--- src/rtl/itp_pkg.sv ---
package itp_pkg;

	// token id width shared by the payload structs
	localparam int TOKEN_ID_BITS = 16;
	localparam int STACK_DEPTH   = 32;

	typedef enum logic [2:0] {
		KIND_CONST  = 3'd0,
		KIND_FUNC   = 3'd1,
		KIND_SEP    = 3'd2,
		KIND_OP     = 3'd3,
		KIND_LPAREN = 3'd4,
		KIND_RPAREN = 3'd5
	} kind_t;

	typedef enum logic [2:0] {
		ST_TOKEN    = 3'd0,
		ST_MISMATCH = 3'd1,
		ST_UNDEF    = 3'd2,
		ST_OVERFLOW = 3'd3,
		ST_END_OK   = 3'd4,
		ST_END_ERR  = 3'd5
	} status_t;

	typedef struct packed {
		logic [2:0]               kind;
		logic [TOKEN_ID_BITS-1:0] token_id;
		logic [3:0]               precedence;
		logic                     assoc_left;
		logic                     last_token;
	} token_t;

	typedef struct packed {
		logic [2:0]               out_kind;
		logic [TOKEN_ID_BITS-1:0] out_token_id;
		logic [2:0]               status;
		logic                     last_of_run;
	} result_t;

	// one operator stack entry
	typedef struct packed {
		logic [2:0]               kind;
		logic [TOKEN_ID_BITS-1:0] token_id;
		logic [3:0]               prec;
		logic                     assoc;
	} entry_t;

	typedef enum logic [1:0] {
		MODE_SEP,
		MODE_OP,
		MODE_RPAREN,
		MODE_FLUSH
	} mode_t;

	typedef enum logic [2:0] {
		ACT_POP_GO,
		ACT_POP_STOP,
		ACT_STOP,
		ACT_DROP,
		ACT_MISMATCH
	} act_t;

	typedef struct packed {
		mode_t      mode;
		logic [3:0] prec;
		logic       assoc;
	} cmp_req_t;

	typedef enum logic [3:0] {
		S_IDLE,
		S_DISPATCH,
		S_READ,
		S_EVAL,
		S_PUSH,
		S_ERR,
		S_LAST,
		S_END,
		S_FIN
	} state_t;

endpackage

--- src/rtl/itp_ram.sv ---
module itp_ram #(
	parameter int WIDTH = 8,
	parameter int DEPTH = 16,
	localparam int AW = (DEPTH > 1) ? $clog2(DEPTH) : 1
) (
	input  logic             clk,
	input  logic             we,
	input  logic [AW-1:0]    waddr,
	input  logic [WIDTH-1:0] wdata,
	input  logic             re,
	input  logic [AW-1:0]    raddr,
	output logic [WIDTH-1:0] rdata
);

	logic [WIDTH-1:0] mem_q [DEPTH];
	logic [WIDTH-1:0] rdata_q;

	always_ff @(posedge clk) begin
		if (we) begin
			mem_q[waddr] <= wdata;
		end
		if (re) begin
			rdata_q <= mem_q[raddr];
		end
	end

	assign rdata = rdata_q;

endmodule

--- src/rtl/itp_cmp.sv ---
module itp_cmp (
	input  itp_pkg::cmp_req_t req,
	input  itp_pkg::entry_t   top,
	output itp_pkg::act_t     act
);

	logic is_lparen;
	logic is_func;
	logic binds;

	assign is_lparen = (top.kind == itp_pkg::KIND_LPAREN);
	assign is_func   = (top.kind == itp_pkg::KIND_FUNC);
	// stacked operator binds at least as tight (strictly for right assoc)
	assign binds     = req.assoc ? (req.prec <= top.prec) : (req.prec < top.prec);

	always_comb begin
		act = itp_pkg::ACT_STOP;
		unique case (req.mode)
			itp_pkg::MODE_SEP: begin
				act = is_lparen ? itp_pkg::ACT_STOP : itp_pkg::ACT_POP_GO;
			end
			itp_pkg::MODE_RPAREN: begin
				act = is_lparen ? itp_pkg::ACT_DROP : itp_pkg::ACT_POP_GO;
			end
			itp_pkg::MODE_FLUSH: begin
				act = is_lparen ? itp_pkg::ACT_MISMATCH : itp_pkg::ACT_POP_GO;
			end
			itp_pkg::MODE_OP: begin
				priority if (is_lparen) begin
					act = itp_pkg::ACT_STOP;
				end else if (is_func) begin
					act = itp_pkg::ACT_POP_STOP;
				end else if (binds) begin
					act = itp_pkg::ACT_POP_GO;
				end else begin
					act = itp_pkg::ACT_STOP;
				end
			end
		endcase
	end

endmodule

--- src/rtl/infix_to_postfix_converter.sv ---
// channel | direction | handshake            | payload
// tok     | in        | tok_valid, tok_stall | itp_pkg::token_t  (one infix token)
// res     | out       | res_valid, res_stall | itp_pkg::result_t (postfix token or status)
//
// one token at a time; each popped entry takes a ram read (S_READ) then a compare (S_EVAL),
// and errors (S_ERR) and end of expression (S_END) each add a state of their own
// the single read port of the stack ram and the shared compare unit set the pop rate
// reset clears the sequencer, stack count, discard flag and output valid; ram is not cleared
// results go through a pending slot and an output register, so a stall on res holds the
// sequencer only when it has a new result to place; tok_stall is high outside idle
module infix_to_postfix_converter #(
	parameter int STACK_DEPTH = itp_pkg::STACK_DEPTH
) (
	input  logic              clk,
	input  logic              arst_n,
	input  logic              tok_valid,
	output logic              tok_stall,
	input  itp_pkg::token_t   tok,
	output logic              res_valid,
	input  logic              res_stall,
	output itp_pkg::result_t  res
);

	localparam int AW = (STACK_DEPTH > 1) ? $clog2(STACK_DEPTH) : 1;
	localparam int CW = $clog2(STACK_DEPTH + 1);
	localparam int EW = $bits(itp_pkg::entry_t);
	localparam logic [CW-1:0] FULL = CW'(STACK_DEPTH);

	// sequencer state
	itp_pkg::state_t  state_q, state_d;
	itp_pkg::token_t  tok_q;
	logic             flush_q, flush_d;
	itp_pkg::status_t err_q, err_d;
	logic [CW-1:0]    cnt_q, cnt_d;
	logic             discard_q, discard_d;

	// result path: pending slot holds the newest result until we know if it is the last
	logic             pend_valid_q;
	itp_pkg::result_t pend_q;
	logic             out_valid_q;
	itp_pkg::result_t out_q;
	itp_pkg::result_t out_d;

	logic             out_free;
	logic             emit;
	logic             fin;
	logic             load_out;
	logic             tok_load;
	itp_pkg::result_t emit_res;

	// stack ram and compare unit
	logic              ram_we;
	logic              ram_re;
	logic [EW-1:0]     rd_data;
	itp_pkg::entry_t   top_entry;
	itp_pkg::entry_t   push_entry;
	logic [CW-1:0]     cnt_dec;
	itp_pkg::cmp_req_t req;
	itp_pkg::act_t     act;
	itp_pkg::state_t   empty_to;
	logic              is_op;

	assign out_free  = !out_valid_q || !res_stall;
	assign cnt_dec   = cnt_q - CW'(1);
	assign top_entry = itp_pkg::entry_t'(rd_data);
	assign is_op     = (tok_q.kind == itp_pkg::KIND_OP);

	// what the current token does with the stack
	always_comb begin
		req.prec  = tok_q.precedence;
		req.assoc = tok_q.assoc_left;
		priority if (flush_q) begin
			req.mode = itp_pkg::MODE_FLUSH;
		end else if (tok_q.kind == itp_pkg::KIND_SEP) begin
			req.mode = itp_pkg::MODE_SEP;
		end else if (tok_q.kind == itp_pkg::KIND_RPAREN) begin
			req.mode = itp_pkg::MODE_RPAREN;
		end else begin
			req.mode = itp_pkg::MODE_OP;
		end
	end

	// where to go once the stack runs empty while popping
	always_comb begin
		unique case (req.mode)
			itp_pkg::MODE_OP:    empty_to = itp_pkg::S_PUSH;
			itp_pkg::MODE_FLUSH: empty_to = itp_pkg::S_END;
			default:             empty_to = itp_pkg::S_ERR;
		endcase
	end

	// operator fields only kept for operators
	assign push_entry.kind     = tok_q.kind;
	assign push_entry.token_id = tok_q.token_id;
	assign push_entry.prec     = is_op ? tok_q.precedence : 4'd0;
	assign push_entry.assoc    = is_op ? tok_q.assoc_left : 1'b0;

	itp_ram #(
		.WIDTH(EW),
		.DEPTH(STACK_DEPTH)
	) u_stack (
		.clk  (clk),
		.we   (ram_we),
		.waddr(cnt_q[AW-1:0]),
		.wdata(push_entry),
		.re   (ram_re),
		.raddr(cnt_dec[AW-1:0]),
		.rdata(rd_data)
	);

	itp_cmp u_cmp (
		.req(req),
		.top(top_entry),
		.act(act)
	);

	always_ff @(posedge clk or negedge arst_n) begin
		if (!arst_n) begin
			state_q   <= itp_pkg::S_IDLE;
			flush_q   <= 1'b0;
			err_q     <= itp_pkg::ST_TOKEN;
			cnt_q     <= '0;
			discard_q <= 1'b0;
		end else begin
			state_q   <= state_d;
			flush_q   <= flush_d;
			err_q     <= err_d;
			cnt_q     <= cnt_d;
			discard_q <= discard_d;
		end
	end

	always_ff @(posedge clk) begin
		if (tok_load) begin
			tok_q <= tok;
		end
	end

	always_comb begin
		state_d   = state_q;
		flush_d   = flush_q;
		err_d     = err_q;
		cnt_d     = cnt_q;
		discard_d = discard_q;
		emit      = 1'b0;
		emit_res  = '0;
		fin       = 1'b0;
		ram_we    = 1'b0;
		ram_re    = 1'b0;
		tok_stall = 1'b1;
		tok_load  = 1'b0;
		unique case (state_q)
			itp_pkg::S_IDLE: begin
				tok_stall = 1'b0;
				if (tok_valid) begin
					tok_load = 1'b1;
					flush_d  = 1'b0;
					state_d  = itp_pkg::S_DISPATCH;
				end
			end
			itp_pkg::S_DISPATCH: begin
				if (discard_q) begin
					// swallowed until the last token of the expression
					state_d = itp_pkg::S_LAST;
				end else begin
					unique case (tok_q.kind)
						itp_pkg::KIND_CONST: begin
							if (out_free) begin
								emit                  = 1'b1;
								emit_res.out_kind     = itp_pkg::KIND_CONST;
								emit_res.out_token_id = tok_q.token_id;
								emit_res.status       = itp_pkg::ST_TOKEN;
								state_d               = itp_pkg::S_LAST;
							end
						end
						itp_pkg::KIND_FUNC, itp_pkg::KIND_LPAREN: begin
							state_d = itp_pkg::S_PUSH;
						end
						itp_pkg::KIND_SEP, itp_pkg::KIND_OP, itp_pkg::KIND_RPAREN: begin
							if (cnt_q == '0) begin
								err_d   = itp_pkg::ST_MISMATCH;
								state_d = empty_to;
							end else begin
								state_d = itp_pkg::S_READ;
							end
						end
						default: begin
							err_d   = itp_pkg::ST_UNDEF;
							state_d = itp_pkg::S_ERR;
						end
					endcase
				end
			end
			itp_pkg::S_READ: begin
				// fetch top of stack
				ram_re  = 1'b1;
				state_d = itp_pkg::S_EVAL;
			end
			itp_pkg::S_EVAL: begin
				unique case (act)
					itp_pkg::ACT_POP_GO, itp_pkg::ACT_POP_STOP: begin
						if (out_free) begin
							emit                  = 1'b1;
							emit_res.out_kind     = top_entry.kind;
							emit_res.out_token_id = top_entry.token_id;
							emit_res.status       = itp_pkg::ST_TOKEN;
							cnt_d                 = cnt_dec;
							priority if (act == itp_pkg::ACT_POP_STOP) begin
								state_d = itp_pkg::S_PUSH;
							end else if (cnt_dec == '0) begin
								err_d   = itp_pkg::ST_MISMATCH;
								state_d = empty_to;
							end else begin
								state_d = itp_pkg::S_READ;
							end
						end
					end
					itp_pkg::ACT_STOP: begin
						state_d = (req.mode == itp_pkg::MODE_OP) ? itp_pkg::S_PUSH
							: itp_pkg::S_LAST;
					end
					itp_pkg::ACT_DROP: begin
						// right paren drops its matching left paren
						cnt_d   = cnt_dec;
						state_d = itp_pkg::S_LAST;
					end
					itp_pkg::ACT_MISMATCH: begin
						err_d   = itp_pkg::ST_MISMATCH;
						state_d = itp_pkg::S_ERR;
					end
				endcase
			end
			itp_pkg::S_PUSH: begin
				if (cnt_q == FULL) begin
					err_d   = itp_pkg::ST_OVERFLOW;
					state_d = itp_pkg::S_ERR;
				end else begin
					ram_we  = 1'b1;
					cnt_d   = cnt_q + CW'(1);
					state_d = itp_pkg::S_LAST;
				end
			end
			itp_pkg::S_ERR: begin
				if (out_free) begin
					emit            = 1'b1;
					emit_res.status = err_q;
					discard_d       = 1'b1;
					cnt_d           = '0;
					state_d         = itp_pkg::S_LAST;
				end
			end
			itp_pkg::S_LAST: begin
				priority if (!tok_q.last_token) begin
					state_d = itp_pkg::S_FIN;
				end else if (discard_q || cnt_q == '0) begin
					state_d = itp_pkg::S_END;
				end else begin
					// flush the remaining stack
					flush_d = 1'b1;
					state_d = itp_pkg::S_READ;
				end
			end
			itp_pkg::S_END: begin
				if (out_free) begin
					emit            = 1'b1;
					emit_res.status = discard_q ? itp_pkg::ST_END_ERR : itp_pkg::ST_END_OK;
					discard_d       = 1'b0;
					cnt_d           = '0;
					state_d         = itp_pkg::S_FIN;
				end
			end
			itp_pkg::S_FIN: begin
				// release the held result, marked as the last of this token
				if (!pend_valid_q) begin
					state_d = itp_pkg::S_IDLE;
				end else if (out_free) begin
					fin     = 1'b1;
					state_d = itp_pkg::S_IDLE;
				end
			end
			default: begin
				state_d = itp_pkg::S_IDLE;
			end
		endcase
	end

	// a new result pushes the held one out; the end of a token flushes it
	assign load_out = (emit && pend_valid_q) || fin;

	// held result with its end-of-token mark
	always_comb begin
		out_d             = pend_q;
		out_d.last_of_run = fin;
	end

	always_ff @(posedge clk or negedge arst_n) begin
		if (!arst_n) begin
			pend_valid_q <= 1'b0;
			out_valid_q  <= 1'b0;
		end else begin
			if (emit) begin
				pend_valid_q <= 1'b1;
			end else if (fin) begin
				pend_valid_q <= 1'b0;
			end
			if (out_free) begin
				out_valid_q <= load_out;
			end
		end
	end

	always_ff @(posedge clk) begin
		if (emit) begin
			pend_q <= emit_res;
		end
		if (out_free && load_out) begin
			out_q <= out_d;
		end
	end

	assign res_valid = out_valid_q;
	assign res       = out_q;

	// stack count stays within the ram
	a_cnt_range: assert property (@(posedge clk) disable iff (!arst_n)
		cnt_q <= FULL)
		else $error("stack count above depth");

	// only a non-empty stack is ever compared
	a_eval_nonempty: assert property (@(posedge clk) disable iff (!arst_n)
		state_q == itp_pkg::S_EVAL |-> cnt_q != '0)
		else $error("compare on empty stack");

	// every token leaves nothing held back
	a_idle_no_pend: assert property (@(posedge clk) disable iff (!arst_n)
		state_q == itp_pkg::S_IDLE |-> !pend_valid_q)
		else $error("result held in idle");

	// discarding always goes with a cleared stack
	a_discard_empty: assert property (@(posedge clk) disable iff (!arst_n)
		discard_q |-> cnt_q == '0)
		else $error("discard with stacked entries");

	// an error result puts the block into discard mode
	a_err_discard: assert property (@(posedge clk) disable iff (!arst_n)
		(state_q == itp_pkg::S_ERR && out_free) |=> discard_q)
		else $error("error without discard");

endmodule

--- config.mk ---
export PLATFORM = sky130hd
export DESIGN_NAME = infix_to_postfix_converter
export DESIGN_NICKNAME = d
export VERILOG_FILES = /design/src/rtl/itp_pkg.sv /design/src/rtl/itp_ram.sv /design/src/rtl/itp_cmp.sv /design/src/rtl/infix_to_postfix_converter.sv
export SDC_FILE = /design/constraint.sdc
export NUM_CORES = 1
export LEC_CHECK = 0
export ABC_AREA = 1
export BUFFER_PORTS_ARGS = -buffer_cell sky130_fd_sc_hd__buf_2
export CAP_MARGIN = 5
export CORE_MARGIN = 8
export CORE_UTILIZATION = 40
export DETAILED_ROUTE_END_ITERATION = 12
export PLACE_DENSITY = 0.53
export SYNTH_ARGS = -nofsm -noshare
export SYNTH_HDL_FRONTEND = slang
export SYNTH_HIERARCHICAL = 1
export SYNTH_SLANG_ARGS = --single-unit
--- constraint.sdc ---
create_clock -name clk -period 5.7 [get_ports clk]
set_clock_uncertainty 0.05 [all_clocks]
set_input_delay 0.855 -clock clk [delete_from_list [all_inputs] [get_ports clk]]
set_output_delay 0.855 -clock clk [all_outputs]
set_load 0.05 [all_outputs]
# Yosys cells after proc, flatten, opt, wreduce, memory -nomap -nowiden
# Memories as Yosys holds them, arrays and structs flattened. A register that Yosys moved wholly into a read port is not among the register bits.
# Index checks and enable logic that the tools add are counted.
[totals] wordCells=171 out_inout_bits=25 inputBits=29 ram_bits=768 ff_bits=87 mem_count=1
[op_classes] order_cmp=2 add_sub_neg=2 eq_ne=40 reduce_logical=28 mux=79
[memory_table] memory="u_stack.mem_q" depth=32 word_bits=24 read_ports=1 rd_clocked_by_memory_dff=1 wr=1 line="itp_ram.sv:15" source="logic [WIDTH-1:0] mem_q [DEPTH];"
[ops] op="two-way mux 19 bit" count=3
[ops] op="two-way mux 4 bit" count=12
[ops] op="two-way mux 22 bit" count=2
[ops] op="one-hot mux 19 bit (2 select lines)" count=1
[ops] op="two-way mux 3 bit" count=12
[ops] op="one-hot mux 4 bit (9 select lines)" count=1
[ops] op="two-way mux 1 bit" count=24
[ops] op="one-hot mux 3 bit (4 select lines)" count=2
[ops] op="two-way mux 6 bit" count=3
[ops] op="!= test 2 bit (second input constant)" count=9
[ops] op="one-hot mux 6 bit (3 select lines)" count=1
[ops] op="== test 4 x 3 -> 1 bit (second input constant)" count=4
[ops] op="two-way mux 2 bit" count=8
[ops] op="one-hot mux 4 bit (4 select lines)" count=1
[ops] op="!= test 3 bit (second input constant)" count=5
[ops] op="== test 3 x 2 -> 1 bit (second input constant)" count=4
[ops] op="== test 3 bit (second input constant)" count=4
[ops] op="zero test 6 bit" count=2
[ops] op="one-hot mux 3 bit (2 select lines)" count=2
[ops] op="one-hot mux 4 bit (3 select lines)" count=1
[ops] op="one-hot mux 6 bit (2 select lines)" count=1
[ops] op="== test 3 x 1 -> 1 bit (second input constant)" count=3
[ops] op="one-hot mux 3 bit (3 select lines)" count=1
[ops] op="AND reduction 9 bit" count=1
[ops] op="other kinds (28)" count=44

# Depth between registers and ports, before layout
[depth] depth_word=13 mapped_depth=19 depth_no_buf=19

# By module
# Netlist, hierarchy kept.
[modules_own_cells] mod="itp_ram" area_per_inst_um2=32000.7 seq_area_each_um2=23782.8 cells_per_inst=2665 instances=1
[modules_own_cells] mod="infix_to_postfix_converter" area_per_inst_um2=3901.2 seq_area_each_um2=2502.4 cells_per_inst=355 instances=1
[modules_own_cells] mod="itp_cmp" area_per_inst_um2=185.2 seq_area_each_um2=0.0 cells_per_inst=35 instances=1

# Worst setup path after synthesis
# No wires, ideal clock.
[synth_path] kind="reg2reg" start="register tok_q (netlist bit push_entry[22])" end="register out_q (netlist bit res[0]), enable pin" synth_period_minus_slack_ns=3.987 arrival_time_ns=3.535 setup_time_ns=0.403 setup_slack_ns=1.713 path_stages_with_launch=17 t_required_ns=5.247 n_path_buf=0 cell_sequence="edfxtp_1 -> inv_1 -> nor2_1 -> nand2_1 -> nand2_1 -> nand2_1 -> nand2_1 -> nor2_1 -> nand2_1 -> a21oi_2 -> nor2_1 -> inv_1 -> nor3_4 -> inv_2 -> nand3_2 -> a21oi_1 -> nor2_1"
[synth_rtl] element="start: declaration" line="infix_to_postfix_converter.sv:31" source="itp_pkg::token_t tok_q;"
[synth_rtl] element="start signal: assignment" line="infix_to_postfix_converter.sv:135" source="tok_q <= tok;"
[synth_rtl] element="end signal: assignment" line="infix_to_postfix_converter.sv:317" source="out_q <= out_d;"
[synth_rtl] element="end: declaration" line="infix_to_postfix_converter.sv:41" source="itp_pkg::result_t out_q;"

==> results.ini <==
[run_status]
status = completed

[worst_setup_path]
start_kind = flip-flop
arrival_ns = 4.56
slowest_stage = nor2_2
path_delay_family = simple AND/OR/NAND/NOR gates
slowest_delay_ns = 0.88
cp-end-kind = flip-flop
critical_path_required_ns = 5.89
path_buf_inv = 4
crit_type = reg -> reg
crit_fanout = 34
path_common_cell = nand2_1
crit_chain = buf_4 > inv_1 > nor2_1 > nand2_1 > nand2_1 > nand2_1 > nand2_1 > nor2_1 > nand2_1 > a21oi_2 > nor2_1 > inv_1 > nor3_4 > inv_2 > nand3_2 > a21oi_1 > nor2_2

[cells_and_area]
finalNonFillerCells = 4217
drive_above_1_share = 0.101
layout_common_cells = nand2_1 (1,113), edfxtp_1 (829), nand3_1 (589)
multi_input_area_sq_um = 8210
fill_cells = 7845
syn_to_final_growth_pct = 11.5
layout_commonest_cell = nand2_1
final_area_sq_um = 38800
nets = 3034
seqCellArea_sq_um = 25300

[sta]
max-slew-margin-rel = 0.163
worstMarginPinSlew_ns = 1.25
post-route-min-period_ns = 4.36
maxSlewViolCount = 0
max_freq_ghz = 0.229
setup_viol = 0
rsz0062_at_grt = no
fin_crit_sh = 0.766
tns_ns = 0
hold_violations = 0
worst_slack_ns = 1.34

[detailed_routing]
highest_layer = met4
wl_met1_mm = 40.5
wl_met3_mm = 5.55
drc = 0
ant_nets = 0
vias = 22400
dr.pass1.iters = 5
drt_iter0_markers = 2053
avgRoutedWirePerCell_um = 22.3
viasPerCell = 5.30
wl_met2_mm = 45.4
routed_wirelength_mm = 94.2

[synthesis]
yosys_warnings = 6
syn_area_per_cell_sq_um = 11.8
syn_area_sq_um = 34800
synthCells = 2951
synth.net_count = 2987

[cts]
worstSkewPairLatency_ns = 0.63
cts.sinks = 845
clockRootBuffer = clkbuf_16
clkTransAtPathRegs_ns = 0.06
ctsHoldBuffers = 0
cts_resized = 0
post_cts_buffers = 0
cts_buffer_depth = 3
htreeDepth = 3
numCtsBuffers = 87
cts_tree = yes

[global_routing]
grt_antenna_before_repair = 3
grt_pass1_vias = 21600
grt-ovfl-total = 0
grt_first_pass_wirelength_mm = 140
grt_max_degree = 229
grt_usage = 0.191

[die]
io_pins = 54
core.rowCount = 108
die_h_um = 311
core-area_sq_um = 86500
dieWidth_um = 311
start_util = 0.402
die_area_sq_um = 96700

[pwr]
switchingPower_mw = 9.44
seqPwrFrac = 0.348
power_leakage_nw = 14.3
p_sw_frac = 0.418
peakVddDrop_mv = 0.646
power_frac_clock = 0.238
p_int_mw = 13.1
power_mw = 22.5
pwr-share-comb = 0.413
p_per_area_nw_per_um2 = 581

[place]
hpwl_mm = 50.0
place_area_sq_um = 36100
place_inst = 4064
dpl_worst_slack_ns = 1.35
routabilityCongestion = 0.823
port_buffers = 53

[job]
cap_violations = 0

[hold_path]
hp-class = in -> async

-- state kept, by name, summed over array words and instances (netlist names) --
signal and cells:
pend_valid_q 1, tok_q 1, discard_q 1, u_stack/mem_q 736, out_d 22, u_stack/rdata 23, flush_q 1, res 23
err_q 2, res_valid 1, push_entry 19, cnt_q 6, req 5, state_q 4
-- power groups by stage --
stage	Clock (mW)	Combinational [mW]	Sequential [mW]
3_3_place_gp	0	9.26	7.98
2_1_floorplan	0	6.20	8.20
5_1_grt	5.72	10.3	7.89
4_1_cts	5.49	9.35	7.86
6_report	5.38	9.32	7.85
3_5_place_dp	0	9.32	7.99
-- metrics by stage --
step / hold slack, ns / util
6_report: 0.110 / 0.449
5_1_grt: 0.0965 / 0.449
3_3_place_gp: 0.366 / 0.418
4_1_cts: 0.0797 / 0.449
3_5_place_dp: 0.355 / 0.418
2_1_floorplan: 0.350 / -
-- worst reg2reg max path, stage by stage (launching register included) --
cell and delay, ns:
edfxtp_1 0.32, buf_4 0.30, inv_1 0.14, nor2_1 0.15
nand2_1 0.09, nand2_1 0.07, nand2_1 0.09, nand2_1 0.08
nor2_1 0.04, nand2_1 0.08, a21oi_2 0.08, nor2_1 0.18
inv_1 0.12, nor3_4 0.55, inv_2 0.13, nand3_2 0.43
a21oi_1 0.20, nor2_2 0.88
-- final cells by class --
class                      instances  share of cell area
antenna                            1           0.0000645
clock buffer                     126              0.0626
clock inverter                    26             0.00600
inverter                          75             0.00816
multi-input combinational       1863               0.212
sequential                       845               0.652
tap                             1155              0.0372
timing repair buffer             126              0.0223
-- layer usage --
layer,vias to the layer above,global-route usage
met5,-,0
met4,0,0.0591
met3,150,0.0240
met2,744,0.318
met1,11100,0.260
li1,10300,-
-- path summary, 6_finish.rpt --
| kind | slack, ns | endpoint | start | depth (start not counted) |
|---|---|---|---|---|
| worst max-delay path | 1.34 | res[12] | push_entry[22] | 17 |
| worst min-delay path | 0.11 | res_valid | arst_n | 1 |
| worst max register to register | 1.34 | res[12] | push_entry[22] | 17 |
| worst min register to register | 0.37 | res[16] | out_d[16] | 0 |
| max in group asynchronous | 5.18 | cnt_q[1] | arst_n | 1 |
| min in group clk | 0.35 | push_entry[11] | tok[12] | 1 |
Note: power is estimated with default switching activity, not from simulation.
